===== src/sv/sobel_vertical_edge_rgb_core_macros.svh =====
// Assertion macros for the vertical-edge Sobel core.
// Included by the top level; no other dependencies.
`ifndef SOBEL_VERTICAL_EDGE_RGB_CORE_MACROS_SVH
`define SOBEL_VERTICAL_EDGE_RGB_CORE_MACROS_SVH

// same-cycle implication
`define SVER_ASSERT_IMPL(label, ante, cons) \
   label: assert property (@(posedge clock) disable iff (reset) (ante) |-> (cons)) \
      else $error("sver assertion failed");

// next-cycle implication
`define SVER_ASSERT_NEXT(label, ante, cons) \
   label: assert property (@(posedge clock) disable iff (reset) (ante) |=> (cons)) \
      else $error("sver assertion failed");

`endif


===== src/sv/sver_pkg.sv =====
// Shared types and constants for the vertical-edge Sobel core.
// No dependencies.
package sver_pkg;

   localparam int DEF_MAX_WIDTH = 1024;
   localparam int DEF_WIDTH     = 640;
   localparam int DEF_HEIGHT    = 480;
   localparam int CSR_WIDTH_W   = 11;
   localparam int CSR_HEIGHT_W  = 16;
   localparam int PIX_W         = 24;
   localparam int FIFO_DEPTH    = 4;

   localparam logic CSR_IMAGE_WIDTH  = 1'b0;
   localparam logic CSR_IMAGE_HEIGHT = 1'b1;

   typedef struct packed {
      logic       frame_last;
      logic [7:0] blue;
      logic [7:0] green;
      logic [7:0] red;
   } rsp_item_type;

endpackage


===== src/sv/sver_out_fifo.sv =====
// Result queue between the filter stage and the result channel.
// Depends on sver_pkg (rsp_item_type, FIFO_DEPTH).
module sver_out_fifo (
   input  logic                                     clock,
   input  logic                                     reset,
   input  logic                                     push,
   input  sver_pkg::rsp_item_type                   push_item,
   input  logic                                     pop,
   output sver_pkg::rsp_item_type                   pop_item,
   output logic                                     nonempty,
   output logic [$clog2(sver_pkg::FIFO_DEPTH+1)-1:0] count
);

   localparam int PW = $clog2(sver_pkg::FIFO_DEPTH);
   localparam int CW = $clog2(sver_pkg::FIFO_DEPTH + 1);

   sver_pkg::rsp_item_type entry_ff [sver_pkg::FIFO_DEPTH];
   logic [PW-1:0] wr_ptr_ff, wr_ptr_in;
   logic [PW-1:0] rd_ptr_ff, rd_ptr_in;
   logic [CW-1:0] count_ff, count_in;

   always_comb begin
      wr_ptr_in = push ? wr_ptr_ff + PW'(1) : wr_ptr_ff;
      rd_ptr_in = pop  ? rd_ptr_ff + PW'(1) : rd_ptr_ff;
      count_in  = count_ff + CW'(push) - CW'(pop);
   end

   always_ff @(posedge clock) begin
      if (reset) begin
         wr_ptr_ff <= '0;
         rd_ptr_ff <= '0;
         count_ff  <= '0;
      end else begin
         wr_ptr_ff <= wr_ptr_in;
         rd_ptr_ff <= rd_ptr_in;
         count_ff  <= count_in;
      end
   end

   always_ff @(posedge clock) begin
      if (push) begin
         entry_ff[wr_ptr_ff] <= push_item;
      end
   end

   assign pop_item = entry_ff[rd_ptr_ff];
   assign nonempty = (count_ff != '0);
   assign count    = count_ff;

endmodule

===== config.mk =====
export PLATFORM = sky130hd
export DESIGN_NAME = sver_out_fifo
export DESIGN_NICKNAME = d
export VERILOG_FILES = /design/src/sv/sobel_vertical_edge_rgb_core_macros.svh /design/src/sv/sver_pkg.sv /design/src/sv/sver_out_fifo.sv
export SDC_FILE = /design/constraint.sdc
export NUM_CORES = 1
export LEC_CHECK = 0
export ABC_CLOCK_PERIOD_IN_PS = 2350
export BUFFER_PORTS_ARGS = -buffer_cell sky130_fd_sc_hd__buf_4
export CAP_MARGIN = 25
export CORE_AREA = 2 2 89 91
export DETAILED_ROUTE_END_ITERATION = 8
export DIE_AREA = 0 0 91 93
export PLACE_DENSITY = 0.89
export SLEW_MARGIN = 15
export SYNTH_ARGS = -nofsm -noshare
export SYNTH_HDL_FRONTEND = slang
export SYNTH_SLANG_ARGS = --single-unit

===== constraint.sdc =====
create_clock -name clock -period 2.35 [get_ports clock]
set_clock_uncertainty 0.05 [all_clocks]
set_input_delay 0.235 -clock clock [delete_from_list [all_inputs] [get_ports clock]]
set_output_delay 0.235 -clock clock [all_outputs]
set_load 0.01 [all_outputs]

# ---- Word-level counts from Yosys, hierarchy flattened
# Memories as Yosys holds them, arrays and structs flattened. A register that Yosys moved wholly into a read port is not among the register bits.
# Cells that the tools add are included.
dict set report totals {
  register_bits 7
  mem_bits_rw 100
  input_bits 29
  out_inout_bits 29
  word_cells 13
  mem_count 1
}
dict set report classes {
  add_sub_neg 4
  mux 4
  reduce_logical 1
}
# name depth width rd rd_ports_with_merged_regs write_ports line_no
set mem_list {}
lappend mem_list {entry_ff 4 25 1 1 1 sver_out_fifo.sv:17} ;# sver_pkg::rsp_item_type entry_ff [sver_pkg::FIFO_DEPTH];
# cell n
set op_table {}
lappend op_table {{adder 2 x 1 -> 2 bit, second input constant} 2}
lappend op_table {{two-way mux 2 bit} 2}
lappend op_table {{adder 3 x 1 -> 3 bit} 1}
lappend op_table {{nonzero test 3 bit} 1}
lappend op_table {{subtractor 3 x 1 -> 3 bit} 1}
lappend op_table {{two-way mux 1 bit} 2}

# ---- Logic depth before layout (Yosys ltp)
# Gate-level depths: netlist of the first run.
dict set report logic_depth {
  depth_word 3
  depth_mapped 7
  mapped_depth_nobuf 7
}

# ---- Least setup slack after synthesis of the first run
# No wires, ideal clock.
dict set report synth_path {
  path_type {register -> register}
  startpoint {reg count_ff[0] (netlist: count[0])}
  endpoint {reg count_ff[2] (netlist: count[2])}
  setup_time_ns 0.064
  arrival_time_ns 1.674
  required_time_ns 2.236
  path_slack_ns 0.562
  path_stages_with_launch 8
  path_buffers 0
  synth_period_minus_slack_ns 1.788
  cell_sequence {dfxtp_1 inv_1 ha_1 inv_1 ha_1 fa_1 xor3_1 nor2_1}
}
dict set report synth_between {
  elab_chain_cells 2
}
# element line_no
set synth_rtl {}
lappend synth_rtl {{from (decl)} sver_out_fifo.sv:20} ;# logic [CW-1:0] count_ff, count_in;
lappend synth_rtl {{from (signal assigned)} sver_out_fifo.sv:36} ;# count_ff <= count_in;
lappend synth_rtl {{adder 3 x 1 -> 3 bit} sver_out_fifo.sv:25} ;# count_in = count_ff + CW'(push) - CW'(pop);
lappend synth_rtl {{subtractor 3 x 1 -> 3 bit} sver_out_fifo.sv:25}
# Every way passes these cells.
# A chain may end at the register's enable or synchronous reset.

==> reports/summary.txt, run 1 <==
status -> finished, final reports clean
final core occ -> 64.93%
initial detailed-routing violation count -> 109
n_diodes -> 0
Post-Syn Instances -> 172
Commonest cells post-synth -> 100 x edfxtp_1, 20 x mux4_2, 9 x dfxtp_1
row cnt -> 32
library cells used by synthesis -> 21
Max IR drop VDD -> 386.4 uV
slew at the pin closest to its max-slew limit -> 398.2 ps
most used cell, CP -> buf_4
vias in the first global route -> 1944
TritonCTS clock tree -> done
sequential-to-total area share from yosys stat -> 77.92%
share of layout cells above drive strength 1 -> 41.43%
number of iterations in the first detailed-routing pass -> 4
Area Overhead vs Synth -> 19.63%
PnR Total Power -> 0.003849 W
post-synthesis net count -> 208
Post-synth EDFFs -> 100
vias per cell -> 5.346
Routed WL -> 6573 um
DPL Wire Length -> 4187 um
cell with the most instances after synthesis -> edfxtp_1
Routed Antenna Nets -> 0
Max clock buf depth -> 2
top cells by area, synth -> edfxtp_1 74%, mux4_2 11%, dfxtp_1 4.4%
initial core utilization -> 54.27%
Synth top area share -> 73.51%
CP startpoint kind -> flip-flop
Worst path top cell family by delay -> multiplexers
Avg Cell Area, Syn -> 23.75 um2
worst hold start -> push_item[8]
largest net degree at the start of global routing -> 26
worst skew pair latency -> 350 ps
yosys warns -> 0
main flop type after synthesis -> edfxtp_1
post-layout minimum cycle time -> 2025 ps
Seq cells post-synth -> 109
Die Width -> 91 um
gr ovfl total -> 0
Post-route DRC -> 0
slowest cell delay on critical path -> 540 ps
GRT Overall Usage -> 15.95%
WS Path Type -> reg2out
FF-to-FF Start -> count[0]$_SDFF_PP0_
max_cap viols -> 0
vias -> 1887
FFs w/ async S/R, synth -> 0%
Std-Cell Core Area -> 7527 um2
Final Net Count -> 282
relative slew slack -> 73.45%
setup TNS -> 0 ps
Worst path slowest cell -> mux4_2
crit path cell chain -> buf_4 -> mux4_2 -> buf_4
Final Slew Violations -> 0
Pleak -> 1.715 nW
element type at the critical path end -> output port
period utilisation layout -> 86.16%
initial antenna violation count -> 0
port bufs -> 57
worst path bufs/invs -> 2
routed length per instance -> 18.62 um
fill count -> 538
WP data arrival -> 1740 ps
# resized after CTS -> 0
final setup fails -> 0
global-route wire length before repair -> 9804 um
H-tree depth -> 3
PwrDens -> 787.6 nW/um2
Hold Slack -> 15.95 ps
Fin. Hold Viols -> 0
Netlist Area Pre-Place -> 4085 um2
I/O pin total -> 58
fmax -> 0.4939 GHz
worst hold path class -> in2reg
Die Y -> 93 um
clk root buf -> clkbuf_8
Crit path required time -> 2070 ps
die area -> 8463 um2
Sink Count -> 109
CTS buffer count -> 9
Crit Path Max Fanout -> 10
Routability Congestion -> 0.7309
RSZ-0062 raised after global routing -> no
Reg clk slew, reported paths -> 110 ps
Yosys top cell by area -> edfxtp_1
-- through the flow --
stage,cell area [um2],setup WS [ps],std cells
floorplan,4085,561.7,172
global placement,4668,597.6,334
detailed placement,4668,569.2,334
CTS,4857,289.9,350
global route,4887,258.3,353
finish,4887,325.3,353
-- power by group --
part,total (W),internal [W],switching [W],leakage (nW)
Sequential,0.00226,0.00222,0.0000368,0.993
Clock,0.00105,0.000410,0.000639,0.0938
Combinational,0.000538,0.000301,0.000238,0.628
Total,0.00385,0.00294,0.000914,1.72
-- cell usage in the layout (no fill, tap or decap), drive strengths merged --
master,instances
xor3,1
mux4,25
nor2,5
clkinvlp,1
buf,66
nor2b,2
inv,9
a21oi,1
or3,1
nand3b,1
xnor2,2
edfxtp,100
dlygate4sd3,3
dfxtp,9
clkbuf,9
fa,1
a21bo,1
clkinv,3
mux2i,1
ha,6
and2,4
-- worst reg2reg max path, delay by kind of cell, from the launching register on --
kind | cells | cell delay [ps]
and+or+nand+nor | 1 | 90
DFF | 1 | 350
xor gates and xnor gates | 1 | 350
buffers and inverters | 2 | 90
adders and majority gates | 3 | 820
-- area by class of cell --
type                    instances  area, um2  area share, %
multi-input cells              51      813.3          16.64
flip-flops and latches        109       3184          65.16
clock inverters                 7      65.06          1.331
clock buffers                   9      123.9          2.535
inverters                       6      22.52         0.4608
well taps                     102      127.6          2.611
repair buffers                 69      550.5          11.26
-- logic make-up after synthesis --
kind of cell / after synthesis / synth area share (%)
flops: 109 / 77.92
fa+ha+maj: 7 / 2.328
mux: 26 / 14.49
compound gates: 2 / 0.3674
xor+xnor: 3 / 1.011
simple gates: 13 / 1.715
buf+inv: 12 / 2.174
-- flip-flops by register name, summed over array words and instances, names as in the netlist, named ones only --
register and flops:
rd_ptr_ff 2, entry_ff 100, wr_ptr_ff 2, count 3
-- per-layer routing --
metal,GRT usage [%],vias up,wire length [um]
li1,-,851,-
met1,20.13,963,2720
met2,27.10,60,3432
met3,3.223,13,290
met4,7.197,0,130
met5,0,-,0
-- final timing paths --
kind,to,slack (ps),cells after the start
worst max-delay path,pop_item[5],330,3
worst min-delay path,entry_ff[0][8]$_DFFE_PP_,20,1
worst max register to register,count[2]$_SDFF_PP0_,560,7
worst min register to register,rd_ptr_ff[1]$_SDFFE_PP0P_,500,2
-- what timing repair did --
item	4_1_cts	5_1_grt
endpoints found under the setup margin	0	0
endpoints found under the hold margin	0	9
hold buffers	0	3
setup buffers	0	0
Power figures use the tool's default switching activity.
==> inputs of run 2 (changes only) <==
--- a/config.mk
+++ b/config.mk
@@ -8,10 +8,11 @@
 export ABC_CLOCK_PERIOD_IN_PS = 2350
 export BUFFER_PORTS_ARGS = -buffer_cell sky130_fd_sc_hd__buf_4
 export CAP_MARGIN = 25
-export CORE_AREA = 2 2 89 91
+export CORE_AREA = 2 2 106 77
 export DETAILED_ROUTE_END_ITERATION = 8
-export DIE_AREA = 0 0 91 93
+export DIE_AREA = 0 0 108 79
 export PLACE_DENSITY = 0.89
+export RECOVER_POWER = 100
 export SLEW_MARGIN = 15
 export SYNTH_ARGS = -nofsm -noshare
 export SYNTH_HDL_FRONTEND = slang
==> reports/summary.txt, run 2 (synthesis results as in run 1) <==
FF-to-FF End -> entry_ff[0][13]$_DFFE_PP_
initial core utilization -> 53.74% (-0.53 points)
gr ovfl total -> 0 (unchanged)
Largest register FFs -> 100 (unchanged)
worst path bufs/invs -> 2 (unchanged)
Reg clk slew, reported paths -> 90 ps (-20 ps)
CP startpoint kind -> flip-flop
die area -> 8532 um2 (+0.82%)
GRT Overall Usage -> 16.60% (+0.65 points)
slew at the pin closest to its max-slew limit -> 1024 ps (+625.3 ps)
initial detailed-routing violation count -> 89 (-18%)
share of layout cells above drive strength 1 -> 18.29% (-23 points)
Area Overhead vs Synth -> 15.47%
Max clock buf depth -> 2 (unchanged)
worst skew pair latency -> 360 ps (about the same)
post-layout minimum cycle time -> 2206 ps (+181.2 ps)
CTS buffer count -> 9 (unchanged)
H-tree depth -> 3 (unchanged)
vias in the first global route -> 1997 (+2.7%)
RSZ-0062 raised after global routing -> no
register bank with the most flops -> entry_ff
worst hold path class -> in2reg
Std-Cell Core Area -> 7601 um2 (+0.98%)
P_int -> 0.002929 W (-0.22%)
clk root buf -> clkbuf_8
setup TNS -> 0 ps (unchanged)
Die Width -> 108 um (+19%)
period utilisation layout -> 93.87% (+7.7 points)
status -> finished, final reports clean
combinational power share -> 12.0% (-2.0 points)
most frequent cells in the layout -> 100 x edfxtp_1, 57 x clkbuf_1, 20 x mux4_2
relative slew slack -> 31.77% (-42 points)
FF-to-FF Start -> wr_ptr_ff[0]$_SDFFE_PP0P_
Crit Path Max Fanout -> 12 (+2)
Fin. Hold Viols -> 0 (unchanged)
WP data arrival -> 1920 ps (+180 ps)
P_sw -> 0.0008319 W (-9.0%)
vias per cell -> 5.360 (+0.28%)
FF-to-FF setup slack -> 280 ps (-280 ps)
Final Slew Violations -> 0 (unchanged)
Routability Congestion -> 0.7229 (-1.1%)
worst setup margin -> 144.2 ps (-181.2 ps)
number of iterations in the first detailed-routing pass -> 4 (unchanged)
element type at the critical path end -> output port
Worst Hold Path Cells -> 2 (+1)
Routed Antenna Nets -> 0 (unchanged)
max_cap viols -> 0 (unchanged)
worst hold start -> reset
routed length per instance -> 18.32 um (-1.6%)
path depth of the worst reg2reg path -> 4 (-3)
Worst path slowest cell -> dfxtp_2
PwrDens -> 797.2 nW/um2 (+1.2%)
Worst Hold End -> count[1]$_SDFF_PP0_
Worst path top cell family by delay -> flip-flops
largest net degree at the start of global routing -> 17 (-35%)
I/O pin total -> 58 (unchanged)
Die Y -> 79 um (-15%)
Final Net Count -> 289 (+2.5%)
pre-CTS WS -> 376.0 ps (-193.2 ps)
Sink Count -> 109 (unchanged)
global-route wire length before repair -> 10050 um (+2.5%)
TritonCTS clock tree -> done
slowest cell delay on critical path -> 610 ps (+70 ps)
Pleak -> 1.531 nW (-11%)
Post-route DRC -> 0 (unchanged)
final setup fails -> 0 (unchanged)
port bufs -> 57 (unchanged)
Routed WL -> 6559 um (-0.21%)
most common cell after layout, fill and taps aside -> edfxtp_1
fmax -> 0.4533 GHz (-8.2%)
Max IR drop VDD -> 449.7 uV (+16%)
Sw Share -> 22.12% (-1.6 points)
Crit path required time -> 2070 ps (about the same)
n_diodes -> 0 (unchanged)
DPL Wire Length -> 4354 um (+4.0%)
Clk pwr share -> 27.6% (+0.4 points)
WS Path Type -> reg2out
initial antenna violation count -> 0 (unchanged)
crit path cell chain -> buf_4 -> mux4_2 -> clkbuf_1
vias -> 1919 (+1.7%)
row cnt -> 27 (-16%)
sequential share of power -> 60.4% (+1.6 points)
## run 2: changes by cell type in the layout (fill, tap and decap cells not counted), moves of 3 or more
cell / previous run / this run
clkbuf_1: 0 / 57
buf_4: 64 / 8
dlygate4sd3_1: 3 / 9
clkinv_2: 0 / 3
clkinv_4: 3 / 0
## run 2: power by group through the flow
| stage | logic [W] | registers, W | clock network, W |
|---|---|---|---|
| 2_1_floorplan | 0.000300 | 0.00230 | 0 |
| 3_3_place_gp | 0.000517 | 0.00231 | 0 |
| 3_5_place_dp | 0.000533 | 0.00232 | 0 |
| 4_1_cts | 0.000545 | 0.00227 | 0.00107 |
| 5_1_grt | 0.000490 | 0.00228 | 0.00114 |
| 6_report | 0.000452 | 0.00227 | 0.00104 |
## run 2: stage by stage
step | instances | power (W) | hold WS, ps | cell area [um2] | util (%)
global placement | 334 | 0.002828 | 385.8 | 4662 | 61.33
detailed placement | 334 | 0.002851 | 387.5 | 4662 | 61.33
finish | 358 | 0.003761 | 41.21 | 4717 | 62.06
CTS | 357 | 0.003894 | 1.382 | 4922 | 64.76
floorplan | 172 | 0.002602 | 256.6 | 4085 | -
global route | 358 | 0.003916 | 30.57 | 4717 | 62.06
## run 2: per-layer routing
layer  track usage [%]  vias to the layer above  wire length [um]
met5                 0                        -                 0
met1             20.66                      996              2778
li1                  -                      865                 -
met2             27.55                       50              3347
met4             5.385                        0                70
met3             5.911                        8               363
## run 2: worst max path at each step
stage	end	depth (start not counted)	slack [ps]	from
after global routing	pop_item[18]	3	60	flip-flop
after detailed placement	entry_ff[0][13]$_DFFE_PP_	4	380	wr_ptr_ff[0]$_SDFFE_PP0P_
after CTS	pop_item[18]	3	90	flip-flop
final	pop_item[18]	3	140	flip-flop
after global placement	entry_ff[0][6]$_DFFE_PP_	4	470	wr_ptr_ff[0]$_SDFFE_PP0P_
after floorplan	count[2]$_SDFF_PP0_	7	560	count[0]$_SDFF_PP0_
## run 2: repair_timing
action                    4_1_cts  5_1_grt
gates resized for setup         0        0
buffers inserted                0        0
hold buffers                    8        1
hold endpoints to repair       25        4
## run 2: final cells by class
| type | instances | area [um2] |
|---|---|---|
| multi-input combinational | 51 | 813.3 |
| fill | 581 | 2884 |
| inverter | 6 | 22.52 |
| sequential | 109 | 3184 |
| clock inverter | 5 | 52.55 |
| timing repair buffer | 76 | 390.4 |
| clock buffer | 10 | 127.6 |
| tap | 101 | 126.4 |
